<file path="src/rtl/core/lil_pkg.sv">
// Shared types and constants for the indexed LRU list.
package lil_pkg;

   localparam int POS_W          = 10;
   localparam int CNT_W          = 11;
   localparam int OP_W           = 3;
   localparam int STAT_W         = 3;
   localparam int POOL_DEPTH_DEF = 1024;
   localparam int REQ_TDATA_W    = 16;
   localparam int RSP_TDATA_W    = 48;
   localparam int REQ_PAD_W      = REQ_TDATA_W - OP_W - POS_W;
   localparam int RSP_PAD_W      = RSP_TDATA_W - STAT_W - 3 * POS_W - CNT_W - 2;

   localparam logic [CNT_W-1:0] LIMIT_RESET = CNT_W'(1024);

   typedef enum logic [OP_W-1:0] {
      OP_NEW      = 3'd0,
      OP_FREE     = 3'd1,
      OP_TOUCH    = 3'd2,
      OP_POP_HEAD = 3'd3,
      OP_POP_TAIL = 3'd4,
      OP_CLEAN    = 3'd5
   } op_type;

   typedef enum logic [STAT_W-1:0] {
      STAT_OK      = 3'd0,
      STAT_RANGE   = 3'd1,
      STAT_USED    = 3'd2,
      STAT_NOTUSED = 3'd3,
      STAT_EMPTY   = 3'd4
   } status_type;

   typedef enum logic [3:0] {
      S_IDLE,
      S_CHECK,
      S_UL_L,
      S_UL_LW,
      S_UL_R,
      S_UL_RW,
      S_UL_P,
      S_LINK,
      S_LK_H,
      S_LK_P,
      S_SWEEP,
      S_DONE
   } lil_state_type;

   typedef struct packed {
      logic             used;
      logic [POS_W-1:0] prev;
      logic [POS_W-1:0] next;
   } link_word_type;

   typedef struct packed {
      logic             wr_en;
      logic [POS_W-1:0] wr_addr;
      link_word_type    wr_data;
      logic [POS_W-1:0] rd_addr;
   } mem_req_type;

   typedef struct packed {
      logic [STAT_W-1:0] status;
      logic [POS_W-1:0]  popped;
      logic [POS_W-1:0]  head;
      logic [POS_W-1:0]  tail;
      logic              nonempty;
      logic [CNT_W-1:0]  count;
      logic              full;
   } rsp_type;

endpackage

</file>
<file path="src/rtl/core/lil_seq.sv">
// Operation sequencer: list ends, count, memory read-modify-write steps and result register.
module lil_seq #(
   parameter int MEM_DEPTH = lil_pkg::POOL_DEPTH_DEF
) (
   input  logic                        clock,
   input  logic                        reset,
   input  logic                        req_tvalid,
   output logic                        req_tready,
   input  logic [lil_pkg::OP_W-1:0]    req_op,
   input  logic [lil_pkg::POS_W-1:0]   req_pos,
   input  logic [lil_pkg::CNT_W-1:0]   eff_limit,
   output logic                        rsp_tvalid,
   input  logic                        rsp_tready,
   output lil_pkg::rsp_type            rsp_data,
   output lil_pkg::mem_req_type        mem_req,
   input  lil_pkg::link_word_type      mem_rd
);
   import lil_pkg::*;

   localparam logic [POS_W-1:0] SWEEP_LAST = POS_W'(MEM_DEPTH - 1);

   lil_state_type    state_ff, state_in;
   logic [POS_W-1:0] head_ff, head_in;
   logic [POS_W-1:0] tail_ff, tail_in;
   logic             nonempty_ff, nonempty_in;
   logic [CNT_W-1:0] count_ff, count_in;
   logic [POS_W-1:0] sweep_ff, sweep_in;
   logic             sweep_rsp_ff, sweep_rsp_in;
   logic             rsp_valid_ff;
   rsp_type          rsp_ff;
   op_type           op_ff, op_in;
   logic [POS_W-1:0] pos_ff, pos_in;
   logic [POS_W-1:0] link_l_ff, link_l_in;
   logic [POS_W-1:0] link_r_ff, link_r_in;
   status_type       status_ff, status_in;
   logic [POS_W-1:0] popped_ff, popped_in;
   logic             rsp_load;
   logic             in_range;

   assign in_range   = {1'b0, pos_ff} < eff_limit;
   assign rsp_tvalid = rsp_valid_ff;
   assign rsp_data   = rsp_ff;

   always_ff @(posedge clock) begin
      if (reset) begin
         state_ff     <= S_SWEEP;
         head_ff      <= '0;
         tail_ff      <= '0;
         nonempty_ff  <= 1'b0;
         count_ff     <= '0;
         sweep_ff     <= '0;
         sweep_rsp_ff <= 1'b0;
         rsp_valid_ff <= 1'b0;
      end else begin
         state_ff     <= state_in;
         head_ff      <= head_in;
         tail_ff      <= tail_in;
         nonempty_ff  <= nonempty_in;
         count_ff     <= count_in;
         sweep_ff     <= sweep_in;
         sweep_rsp_ff <= sweep_rsp_in;
         if (rsp_load) begin
            rsp_valid_ff <= 1'b1;
         end else if (rsp_tready) begin
            rsp_valid_ff <= 1'b0;
         end
      end
   end

   always_ff @(posedge clock) begin
      op_ff     <= op_in;
      pos_ff    <= pos_in;
      link_l_ff <= link_l_in;
      link_r_ff <= link_r_in;
      status_ff <= status_in;
      popped_ff <= popped_in;
      if (rsp_load) begin
         rsp_ff.status   <= status_ff;
         rsp_ff.popped   <= popped_ff;
         rsp_ff.head     <= nonempty_ff ? head_ff : '0;
         rsp_ff.tail     <= nonempty_ff ? tail_ff : '0;
         rsp_ff.nonempty <= nonempty_ff;
         rsp_ff.count    <= count_ff;
         rsp_ff.full     <= count_ff >= eff_limit;
      end
   end

   always_comb begin
      state_in         = state_ff;
      head_in          = head_ff;
      tail_in          = tail_ff;
      nonempty_in      = nonempty_ff;
      count_in         = count_ff;
      sweep_in         = sweep_ff;
      sweep_rsp_in     = sweep_rsp_ff;
      op_in            = op_ff;
      pos_in           = pos_ff;
      link_l_in        = link_l_ff;
      link_r_in        = link_r_ff;
      status_in        = status_ff;
      popped_in        = popped_ff;
      rsp_load         = 1'b0;
      req_tready       = 1'b0;
      mem_req.wr_en    = 1'b0;
      mem_req.wr_addr  = pos_ff;
      mem_req.wr_data  = '0;
      mem_req.rd_addr  = pos_ff;

      case (state_ff)
         S_IDLE: begin
            req_tready = 1'b1;
            case (op_type'(req_op))
               OP_POP_HEAD: mem_req.rd_addr = head_ff;
               OP_POP_TAIL: mem_req.rd_addr = tail_ff;
               default:     mem_req.rd_addr = req_pos;
            endcase
            if (req_tvalid) begin
               op_in     = op_type'(req_op);
               pos_in    = mem_req.rd_addr;
               status_in = STAT_OK;
               popped_in = '0;
               if (op_type'(req_op) == OP_CLEAN) begin
                  state_in     = S_SWEEP;
                  sweep_in     = '0;
                  sweep_rsp_in = 1'b1;
                  head_in      = '0;
                  tail_in      = '0;
                  nonempty_in  = 1'b0;
                  count_in     = '0;
               end else begin
                  state_in = S_CHECK;
               end
            end
         end
         S_CHECK: begin
            link_l_in = mem_rd.prev;
            link_r_in = mem_rd.next;
            state_in  = S_DONE;
            case (op_ff)
               OP_NEW: begin
                  if (!in_range) status_in = STAT_RANGE;
                  else if (mem_rd.used) status_in = STAT_USED;
                  else state_in = S_LINK;
               end
               OP_FREE: begin
                  if (!in_range) status_in = STAT_RANGE;
                  else if (!mem_rd.used) status_in = STAT_NOTUSED;
                  else state_in = S_UL_L;
               end
               OP_TOUCH: begin
                  if (!in_range) status_in = STAT_RANGE;
                  else if (!mem_rd.used) status_in = STAT_NOTUSED;
                  else if (head_ff != pos_ff) state_in = S_UL_L;
               end
               OP_POP_HEAD, OP_POP_TAIL: begin
                  if (!nonempty_ff) begin
                     status_in = STAT_EMPTY;
                  end else begin
                     popped_in = pos_ff;
                     state_in  = S_UL_L;
                  end
               end
               default: ;
            endcase
         end
         S_UL_L: begin
            if (head_ff == pos_ff) begin
               head_in  = link_r_ff;
               state_in = S_UL_R;
            end else begin
               mem_req.rd_addr = link_l_ff;
               state_in        = S_UL_LW;
            end
         end
         S_UL_LW: begin
            mem_req.wr_en   = 1'b1;
            mem_req.wr_addr = link_l_ff;
            mem_req.wr_data = '{used: mem_rd.used, prev: mem_rd.prev, next: link_r_ff};
            state_in        = S_UL_R;
         end
         S_UL_R: begin
            if (tail_ff == pos_ff) begin
               tail_in  = link_l_ff;
               state_in = S_UL_P;
            end else begin
               mem_req.rd_addr = link_r_ff;
               state_in        = S_UL_RW;
            end
         end
         S_UL_RW: begin
            mem_req.wr_en   = 1'b1;
            mem_req.wr_addr = link_r_ff;
            mem_req.wr_data = '{used: mem_rd.used, prev: link_l_ff, next: mem_rd.next};
            state_in        = S_UL_P;
         end
         S_UL_P: begin
            mem_req.wr_en = 1'b1;
            count_in      = count_ff - CNT_W'(1);
            if (count_ff == CNT_W'(1)) begin
               nonempty_in = 1'b0;
               head_in     = '0;
               tail_in     = '0;
            end
            state_in = (op_ff == OP_TOUCH) ? S_LINK : S_DONE;
         end
         S_LINK: begin
            if (nonempty_ff) begin
               mem_req.rd_addr = head_ff;
               state_in        = S_LK_H;
            end else begin
               mem_req.wr_en   = 1'b1;
               mem_req.wr_data = '{used: 1'b1, prev: '0, next: '0};
               head_in         = pos_ff;
               tail_in         = pos_ff;
               nonempty_in     = 1'b1;
               count_in        = count_ff + CNT_W'(1);
               state_in        = S_DONE;
            end
         end
         S_LK_H: begin
            mem_req.wr_en   = 1'b1;
            mem_req.wr_addr = head_ff;
            mem_req.wr_data = '{used: mem_rd.used, prev: pos_ff, next: mem_rd.next};
            state_in        = S_LK_P;
         end
         S_LK_P: begin
            mem_req.wr_en   = 1'b1;
            mem_req.wr_data = '{used: 1'b1, prev: '0, next: head_ff};
            head_in         = pos_ff;
            count_in        = count_ff + CNT_W'(1);
            state_in        = S_DONE;
         end
         S_SWEEP: begin
            mem_req.wr_en   = 1'b1;
            mem_req.wr_addr = sweep_ff;
            sweep_in        = sweep_ff + POS_W'(1);
            if (sweep_ff == SWEEP_LAST) begin
               state_in = sweep_rsp_ff ? S_DONE : S_IDLE;
            end
         end
         S_DONE: begin
            if (!rsp_valid_ff || rsp_tready) begin
               rsp_load = 1'b1;
               state_in = S_IDLE;
            end
         end
         default: state_in = S_IDLE;
      endcase
   end

endmodule

</file>
<file path="config.mk">
export PLATFORM = sky130hd
export DESIGN_NAME = lil_seq
export DESIGN_NICKNAME = d
export VERILOG_FILES = /design/src/rtl/core/lil_pkg.sv /design/src/rtl/core/lil_seq.sv
export SDC_FILE = /design/constraint.sdc
export NUM_CORES = 1
export LEC_CHECK = 0
export BUFFER_PORTS_ARGS = -buffer_cell sky130_fd_sc_hd__buf_4
export CAP_MARGIN = 20
export CORE_UTILIZATION = 52
export DETAILED_ROUTE_END_ITERATION = 6
export PLACE_DENSITY = 0.77
export SYNTH_ARGS = -nofsm -noshare
export SYNTH_HDL_FRONTEND = slang
export SYNTH_SLANG_ARGS = --single-unit
</file>
<file path="constraint.sdc">
create_clock -name clock -period 3.75 [get_ports clock]
set_clock_uncertainty 0.2 [all_clocks]
set_input_delay 0.5625 -clock clock [delete_from_list [all_inputs] [get_ports clock]]
set_output_delay 0.5625 -clock clock [all_outputs]
set_load 0.05 [all_outputs]
</file>
==> impl_metrics.py, run 1 <==
metrics = {
    "placed_design": {
        "placed_area_um2": 9580,
        "portBuffers": 138,
        "dp_hpwl_mm": 17.8,
        "pre_cts_ws_ns": 0.500,
        "finalWeightedCongestion": 0.974,
    },
    "routing": {
        "ant_nets": 0,
        "wl_per_cell_um": 20.6,
        "viasPerCell": 6.24,
        "drc_errors": 0,
        "drt_iter0_markers": 815,
        "drt_first_pass_iters": 6,
        "routed_wl_mm": 24.7,
        "num_vias": 7491,
    },
    "logic_synthesis": {
        "synth_ff_type": "edfxtp_1",
        "netlist_area_um2": 8380,
        "ys_types": 76,
        "yosysSeqAreaShare_pct": 44.4,
        "avgSynthCellArea_um2": 9.82,
        "async_flop_share_pct": 0,
        "yosysWarnings": 0,
        "synth_edf_count": 92,
        "netlist_instances": 853,
        "yosys_register_bits": 140,
        "syn_nets": 926,
    },
    "setup_path": {
        "r2r-start": "state_ff[1]",
        "slowest_delay_ns": 0.72,
        "cp_data_required_time_ns": 2.99,
        "path_depth": 7,
        "r2r_end": "tail_ff[6]",
        "crit_path_start_kind": "register",
        "crit_end": "mem_req[2]",
        "crit_family": "compound AO/OA/AOI/OAI gates",
        "critical_path_class": "register to output port",
        "arrival_ns": 2.88,
        "worst-r2r-cell-count": 5,
        "worstPathCellList": "xor2_1 > nor4_4 > a31oi_1 > buf_4 > a221o_1 > a221o_1 > buf_4",
        "worst-path-buf-inv": 2,
        "cp_max_fo": 11,
        "slowest_stage": "edfxtp_1",
        "critPathLaunch": "pos_ff[2]",
        "endpoint_kind": "output port",
        "r2r_setup_slack_ns": 0.49,
    },
    "cts": {
        "ctsHtreeMaxLevel": 4,
        "clockBufferDepth": 2,
        "clkTransAtPathRegs_ns": 0.07,
        "cts_tree": "built",
        "clock_latency_ns": 0.43,
        "cts_made_buffers": 17,
        "clock-sinks": 140,
        "clockRootBuffer": "clkbuf_16",
    },
    "timing": {
        "max_slew_margin_pct": 25.8,
        "hold_viol": 0,
        "period_share_pct": 97.2,
        "report.final.slew_viol_count": 0,
        "rsz0062_at_grt": "false",
        "postLayoutSetupSlackWorst_ns": 0.103,
        "setup-tns-final_ns": 0,
        "worst_pin_slew_ns": 1.11,
        "fmax_mhz": 274,
        "setup_viol": 0,
        "hold_ws_ns": 0.113,
        "period_minus_slack_ns": 3.65,
    },
    "finish": {
        "multi_input_comb_area_um2": 4230,
        "diodes": 0,
        "regArea_um2": 3720,
        "syn2layout_area_growth_pct": 22.3,
        "nets": 1044,
        "nFillCells": 1313,
        "final_area_um2": 10200,
        "layout-drive-gt1-share_pct": 26.8,
    },
    "global_route": {
        "grt_overflow": 0,
        "antenna_found_initial": 0,
        "grt_start_max_net_pins": 52,
        "gr-usage-all-layers_pct": 30.5,
        "grt_pass1_wl_mm": 38.4,
        "grt_pass1_vias": 6893,
    },
    "die": {
        "ios": 139,
        "initial_core_util_pct": 52.9,
        "die_w_um": 129,
        "design.core.area_um2": 15800,
        "die_area_um2": 16600,
        "die_y_um": 129,
        "std_cell_rows": 46,
    },
    "hold_path": {
        "whs_path_depth": 1,
        "hold_class": "primary input to register",
    },
    "pwr": {
        "p_per_area_nw_per_um2": 701,
        "ir_worst_vdd_mv": 0.591,
        "p_leak_nw": 4.17,
        "power_mw": 7.18,
    },
    "run_status": {
        "outcome": "complete, no violations",
    },
    "run": {
        "max-cap-violations": 0,
    },
}
==> state kept, by name, indices dropped and copies added, names as in the netlist, 4 cells and up <==
name,flops
pos_ff,10
sweep_ff,10
state_ff,4
link_l_ff,10
head_ff,10
popped_ff,10
tail_ff,10
link_r_ff,10
count_ff,11
rsp_data,46
==> repair_timing <==
action	CTS	global route
setup endpoints to repair	0	20
gates resized for setup	0	1
hold buffers	0	0
setup buffers	0	3
==> layout make-up <==
type | count | area share, %
Clock buffer | 17 | 4.15
Clock inverter | 15 | 2.04
Inverter | 32 | 1.17
Multi-Input combinational cell | 613 | 41.3
Sequential cell | 140 | 36.3
Tap cell | 216 | 2.64
Timing Repair Buffer | 167 | 12.4
==> cells in the mapped netlist (5+ instances only) <==
cell	n	area share, %
xnor2_1	11	1.1
and3_1	17	1.3
nor2b_1	23	1.7
a221o_1	20	2.4
or3_1	6	0.45
a222oi_1	10	1.2
nor3_1	14	0.84
nor2_1	68	3.0
inv_1	32	1.4
ha_1	24	3.6
clkbuf_1	37	1.7
a31oi_1	5	0.37
and2_1	21	1.6
nor3_2	12	1.4
or2_2	6	0.45
o22ai_1	16	1.2
a21o_1	5	0.45
a21oi_1	52	3.1
dfxtp_1	48	11
o21ai_0	23	1.4
mux2_2	17	2.3
a221oi_2	10	1.8
a22oi_1	41	3.7
a211oi_1	20	1.8
nand2b_1	9	0.67
xor2_1	17	1.8
buf_2	23	1.4
o32ai_1	5	0.52
edfxtp_1	92	33
nand3_1	8	0.48
nand2_1	80	3.6
nand4_1	8	0.60
==> through the flow <==
stage / utilization (%) / instances
2_1_floorplan: - / 853
3_3_place_gp: 60.5 / 1165
3_5_place_dp: 60.5 / 1165
4_1_cts: 64.5 / 1197
5_1_grt: 64.8 / 1200
6_report: 64.8 / 1200
==> routing by layer <==
metal	part of all wire (%)	track usage, %	up-vias
met5	0	0	-
met4	2.9	11.3	0
met3	8.7	6.40	56
met2	46	48.5	443
met1	42	41.2	3540
li1	-	-	3452
==> report_power, final <==
part | total (mW) | switching, mW | internal (mW)
clock | 1.81 | 0.686 | 1.12
combinational | 3.31 | 2.23 | 1.07
sequential | 2.07 | 0.195 | 1.87
total | 7.18 | 3.12 | 4.06
==> cell usage in the layout (no fill, tap or decap), types with 9 or more instances in the layout <==
cell type    n
buf_4      166
edfxtp_1    92
nand2_1     80
nor2_1      67
a21oi_1     52
dfxtp_1     47
a22oi_1     41
inv_1       32
ha_1        24
o21ai_0     23
nor2b_1     22
and2_1      21
a211oi_1    20
a221o_1     20
xor2_1      17
and3_1      17
mux2_2      17
clkbuf_16   17
o22ai_1     16
nor3_2      13
nor3_1      13
xnor2_1     11
a222oi_1    10
a221oi_2    10
nand2b_1     9
==> cell families after synthesis <==
kind of cell    count (synthesis)  synth area share [%]
mux                            19                  2.52
xor+xnor                       28                  2.93
flops                         140                  44.4
fa+ha+maj                      24                  3.58
compound gates                240                  21.3
simple gates                  302                  20.0
buf+inv                       100                  5.27
==> worst min-delay path by stage <==
stage                       from            to  slack, ns
finish                 mem_rd[6]  link_r_ff[6]       0.11
global route          mem_rd[14]  link_l_ff[4]       0.10
CTS                   mem_rd[14]  link_l_ff[4]       0.10
detailed placement  popped_ff[5]  rsp_data[38]       0.20
global placement    status_ff[2]  rsp_data[45]       0.20
floorplan           popped_ff[0]  rsp_data[33]       0.20
Note: power is estimated with default switching activity, not from simulation.
==> run 2: changes to the inputs <==
==> constraint.sdc (replaced) <==
create_clock -name clock -period 3.75 [get_ports clock]
set_clock_uncertainty 0.2 [all_clocks]
set_input_delay 0.75 -clock clock [delete_from_list [all_inputs] [get_ports clock]]
set_output_delay 0.75 -clock clock [all_outputs]
set_load 0.05 [all_outputs]
==> run 2 against run 1 <==
Register-to-register slack improved by 0.03 ns. Global-route usage shrank 0.17 points. Worst hold slack better by 0.10 ns. Utilization up 0.68 points. Sequential share of layout area shrank 0.39 points. Sequential cell count did not move. Total power is 2.1% lower. Design area up 1.0%. Non-clock buffer count up 23. Clock power down 12%. Via count up 1.4%. Critical path depth is the same. Largest power group unchanged.
==> impl_metrics.py, run 2 (same netlist as run 1, synthesis figures left out) <==
metrics = {
    "run_status": {
        "outcome": "complete, no violations",
    },
    "routing": {
        "drc_errors": 0,
        "ant_nets": 0,
        "drt_first_pass_iters": 6,
        "routed_wl_mm": 24.6,
        "num_vias": 7599,
        "drt_iter0_markers": 851,
        "wl_per_cell_um": 20.1,
        "viasPerCell": 6.21,
    },
    "timing": {
        "setup_viol": 0,
        "period_share_pct": 98.1,
        "max_slew_margin_pct": 29.3,
        "hold_ws_ns": 0.217,
        "period_minus_slack_ns": 3.68,
        "rsz0062_at_grt": "false",
        "report.final.slew_viol_count": 0,
        "hold_viol": 0,
        "postLayoutSetupSlackWorst_ns": 0.0703,
        "worst_pin_slew_ns": 1.05,
        "fmax_mhz": 272,
        "setup-tns-final_ns": 0,
    },
    "placed_design": {
        "portBuffers": 138,
        "placed_area_um2": 9660,
        "finalWeightedCongestion": 0.952,
        "pre_cts_ws_ns": 0.269,
        "dp_hpwl_mm": 17.7,
    },
    "cts": {
        "cts_made_buffers": 17,
        "ctsHtreeMaxLevel": 4,
        "clockBufferDepth": 2,
        "clockRootBuffer": "clkbuf_16",
        "cts_tree": "built",
        "clkTransAtPathRegs_ns": 0.06,
        "cts_hold_buf": 0,
        "clock-sinks": 140,
        "clock_latency_ns": 0.43,
    },
    "finish": {
        "diodes": 0,
        "nFillCells": 1280,
        "layout-drive-gt1-share_pct": 28.3,
        "final_area_um2": 10400,
        "syn2layout_area_growth_pct": 23.6,
        "largest_reg_flops": 46,
        "regArea_um2": 3720,
        "nets": 1067,
        "multi_input_comb_area_um2": 4240,
        "final_util_pct": 65.4,
        "final_common_cell": "buf_4",
        "mostFrequentLayoutCells": "buf_4 (188), edfxtp_1 (92), nand2_1 (80), nor2_1 (67), a21oi_1 (52)",
    },
    "global_route": {
        "gr-usage-all-layers_pct": 30.4,
        "antenna_found_initial": 0,
        "grt_pass1_vias": 6991,
        "grt_pass1_wl_mm": 38.0,
        "grt_start_max_net_pins": 52,
        "grt_overflow": 0,
    },
    "setup_path": {
        "slowest_delay_ns": 0.51,
        "critical_path_class": "register to output port",
        "crit_top_cell": "buf_4",
        "worstPathCellList": "buf_4 > or4_4 > inv_1 > nor3_4 > buf_12 > a221o_1 > buf_4",
        "cp_data_required_time_ns": 2.80,
        "arrival_ns": 2.73,
        "crit_path_start_kind": "register",
        "cp_max_fo": 15,
        "worst-path-buf-inv": 4,
        "slowest_stage": "or4_4",
        "endpoint_kind": "output port",
        "crit_family": "buffers and inverters",
    },
    "pwr": {
        "p_per_area_nw_per_um2": 679,
        "p_leak_nw": 4.24,
        "ir_worst_vdd_mv": 0.534,
    },
    "hold_path": {
        "hold_class": "register to register",
    },
    "die": {
        "design.core.area_um2": 15800,
        "std_cell_rows": 46,
        "die_area_um2": 16600,
        "ios": 139,
        "initial_core_util_pct": 52.9,
        "die_y_um": 129,
        "die_w_um": 129,
    },
    "run": {
        "max-cap-violations": 0,
    },
}
[run 2: layer usage]
| metal | global-route usage, % | part of all wire, % |
|---|---|---|
| met2 | 46.7 | 46 |
| met5 | 0 | 0 |
| met1 | 40.6 | 41 |
| met4 | 15.0 | 4.2 |
| met3 | 6.53 | 9.0 |
[run 2: path summary, 6_finish.rpt]
path / to / cells after the start / start / slack, ns
max: mem_req[0] / 7 / state_ff[2] / 0.07
min: rsp_data[43] / 0 / status_ff[0] / 0.22
max reg2reg: tail_ff[1] / 6 / state_ff[3] / 0.52
min reg2reg: rsp_data[43] / 0 / status_ff[0] / 0.22
[run 2: layout make-up]
class / instances / area share (%)
Multi-Input combinational cell: 613 / 40.9
Sequential cell: 140 / 36.0
Timing Repair Buffer: 190 / 14.0
Clock buffer: 19 / 4.28
Tap cell: 216 / 2.61
Inverter: 32 / 1.16
Clock inverter: 13 / 1.10
[run 2: where the power goes]
part | switching, mW | internal [mW]
Clock | 0.670 | 0.930
Combinational | 2.26 | 1.13
Sequential | 0.174 | 1.87
Total | 3.11 | 3.93
[run 2: repair_timing]
item / 4_1_cts / 5_1_grt
resized for setup: 0 / 1
endpoints found under the setup margin: 0 / 10
buffers inserted: 0 / 14
[run 2: per-stage QoR]
| stage | power, mW | std cells |
|---|---|---|
| 3_5_place_dp | 5.34 | 1176 |
| 5_1_grt | 7.31 | 1223 |
| 2_1_floorplan | 4.38 | 853 |
| 3_3_place_gp | 5.32 | 1176 |
| 6_report | 7.03 | 1223 |
| 4_1_cts | 6.94 | 1208 |
==> run 3: changes to the inputs <==
--- a/config.mk
+++ b/config.mk
@@ -7,9 +7,11 @@
 export LEC_CHECK = 0
 export BUFFER_PORTS_ARGS = -buffer_cell sky130_fd_sc_hd__buf_4
 export CAP_MARGIN = 20
-export CORE_UTILIZATION = 52
+export CELL_PAD_IN_SITES_DETAIL_PLACEMENT = 1
+export CELL_PAD_IN_SITES_GLOBAL_PLACEMENT = 2
+export CORE_UTILIZATION = 32
 export DETAILED_ROUTE_END_ITERATION = 6
-export PLACE_DENSITY = 0.77
+export PLACE_DENSITY_LB_ADDON = 0.1
 export SYNTH_ARGS = -nofsm -noshare
 export SYNTH_HDL_FRONTEND = slang
 export SYNTH_SLANG_ARGS = --single-unit
==> run 3 against run 2 <==
Clock power up 11%. Die area up 61%. Global-route usage down 6.8 points. Sequential cell count unchanged. Worst hold slack better by 0.0020 ns. Total power up 3.8%. Sequential share of layout area down 0.78 points.
==> impl_metrics.py, run 3 (same netlist as run 1, synthesis figures left out) <==
metrics = {
    "die": {
        "ios": 139,
        "std_cell_rows": 58,
        "die_area_um2": 26800,
        "die_w_um": 164,
        "design.core.area_um2": 25400,
        "initial_core_util_pct": 33.0,
        "die_y_um": 164,
    },
    "routing": {
        "routed_wl_mm": 31.2,
        "wl_per_cell_um": 23.2,
        "ant_nets": 0,
        "viasPerCell": 5.62,
        "num_vias": 7557,
        "drt_first_pass_iters": 5,
        "drc_errors": 0,
        "drt_iter0_markers": 505,
    },
    "setup_path": {
        "worst-path-buf-inv": 2,
        "cp_max_fo": 11,
        "endpoint_kind": "output port",
        "cp_data_required_time_ns": 2.80,
        "worst-r2r-cell-count": 7,
        "slowest_delay_ns": 0.47,
        "critical_path_class": "register to output port",
        "r2r-start": "state_ff[1]",
        "worstPathCellList": "xor2_1 > nor4_4 > a31oi_1 > buf_4 > a221o_1 > a221o_1 > buf_4",
        "arrival_ns": 2.77,
        "crit_family": "compound AO/OA/AOI/OAI gates",
        "slowest_stage": "edfxtp_1",
        "r2r_setup_slack_ns": 0.80,
        "r2r_end": "tail_ff[1]",
        "crit_path_start_kind": "register",
    },
    "finish": {
        "layout-drive-gt1-share_pct": 29.1,
        "nets": 1074,
        "largest_reg_flops": 46,
        "final_common_cell": "buf_4",
        "nFillCells": 2891,
        "mostFrequentLayoutCells": "buf_4 (195), edfxtp_1 (92), nand2_1 (80), nor2_1 (67), a21oi_1 (52)",
        "multi_input_comb_area_um2": 4230,
        "regArea_um2": 3720,
        "layoutNonFillerInstCount": 1344,
        "final_util_pct": 41.7,
        "final_area_um2": 10600,
        "syn2layout_area_growth_pct": 26.4,
        "diodes": 0,
    },
    "cts": {
        "cts_hold_buf": 0,
        "clock-sinks": 140,
        "ctsHtreeMaxLevel": 4,
        "clockRootBuffer": "clkbuf_16",
        "clkTransAtPathRegs_ns": 0.07,
        "cts_tree": "built",
        "clock_latency_ns": 0.43,
        "clockBufferDepth": 2,
        "cts_made_buffers": 17,
    },
    "hold_path": {
        "whs_path_depth": 0,
        "min_from": "popped_ff[1]",
        "min_to": "rsp_data[34]",
        "hold_class": "register to register",
    },
    "global_route": {
        "grt_start_max_net_pins": 52,
        "busiest_layer": "met2",
        "grt_pass1_vias": 7705,
        "grt.met2_usage_pct": 37.8,
        "met3_usage_pct": 4.04,
        "use_met1_pct": 31.4,
        "grt_pass1_wl_mm": 46.9,
        "grt_overflow": 0,
        "antenna_found_initial": 0,
        "gr-usage-all-layers_pct": 23.5,
    },
    "placed_design": {
        "pre_cts_ws_ns": 0.224,
        "finalWeightedCongestion": 0.846,
        "dp_cells": 1298,
        "placed_area_um2": 9870,
        "portBuffers": 138,
        "dp_hpwl_mm": 23.4,
    },
    "run": {
        "max-cap-violations": 0,
    },
    "timing": {
        "worst_pin_slew_ns": 0.887,
        "hold_ws_ns": 0.219,
        "fmax_mhz": 269,
        "postLayoutSetupSlackWorst_ns": 0.0333,
        "period_share_pct": 99.1,
        "hold_viol": 0,
        "period_minus_slack_ns": 3.72,
        "report.final.slew_viol_count": 0,
        "max_slew_margin_pct": 40.7,
        "setup_viol": 0,
        "setup-tns-final_ns": 0,
        "rsz0062_at_grt": "true",
    },
    "pwr": {
        "p_leak_nw": 4.29,
        "ir_worst_vdd_mv": 0.538,
        "p_per_area_nw_per_um2": 690,
        "power_mw": 7.30,
    },
    "run_status": {
        "outcome": "complete, no violations",
    },
}
-- run 3: report_power, final --
group	switching, mW	internal (mW)	total [mW]	leakage [nW]
Clock	0.822	0.954	1.78	0.288
Combinational	2.36	1.14	3.49	2.78
Sequential	0.165	1.87	2.03	1.22
-- run 3: layer usage --
layer | vias to the layer above | wire, um
li1 | 3500 | -
met1 | 3746 | 14200
met2 | 263 | 14500
met3 | 48 | 1620
met4 | 0 | 887
met5 | - | 0
-- run 3: repair_timing --
action | CTS | global route
resized for setup | 0 | 2
setup endpoints to repair | 2 | 10
pin swaps | 0 | 3
setup buffers | 6 | 8
-- run 3: area by class of cell --
class,instances,area share (%)
Clock inverter,15,1.61
Multi-Input combinational cell,613,39.9
Clock buffer,17,4.02
Timing Repair Buffer,197,14.2
Sequential cell,140,35.2
Tap cell,330,3.90
Inverter,32,1.17
-- run 3: how the worst max path moves through the flow --
stage / startpoint / to / slack (ns) / cells past startpoint
2_1_floorplan: req_op[0] / mem_req[3] / 0.54 / 6
3_3_place_gp: req_op[0] / mem_req[0] / 0.26 / 7
3_5_place_dp: req_op[0] / mem_req[7] / 0.22 / 7
4_1_cts: pos_ff[1] / mem_req[8] / 0.007 / 9
5_1_grt: pos_ff[1] / mem_req[0] / -0.01 / 9
6_report: pos_ff[7] / mem_req[8] / 0.03 / 7
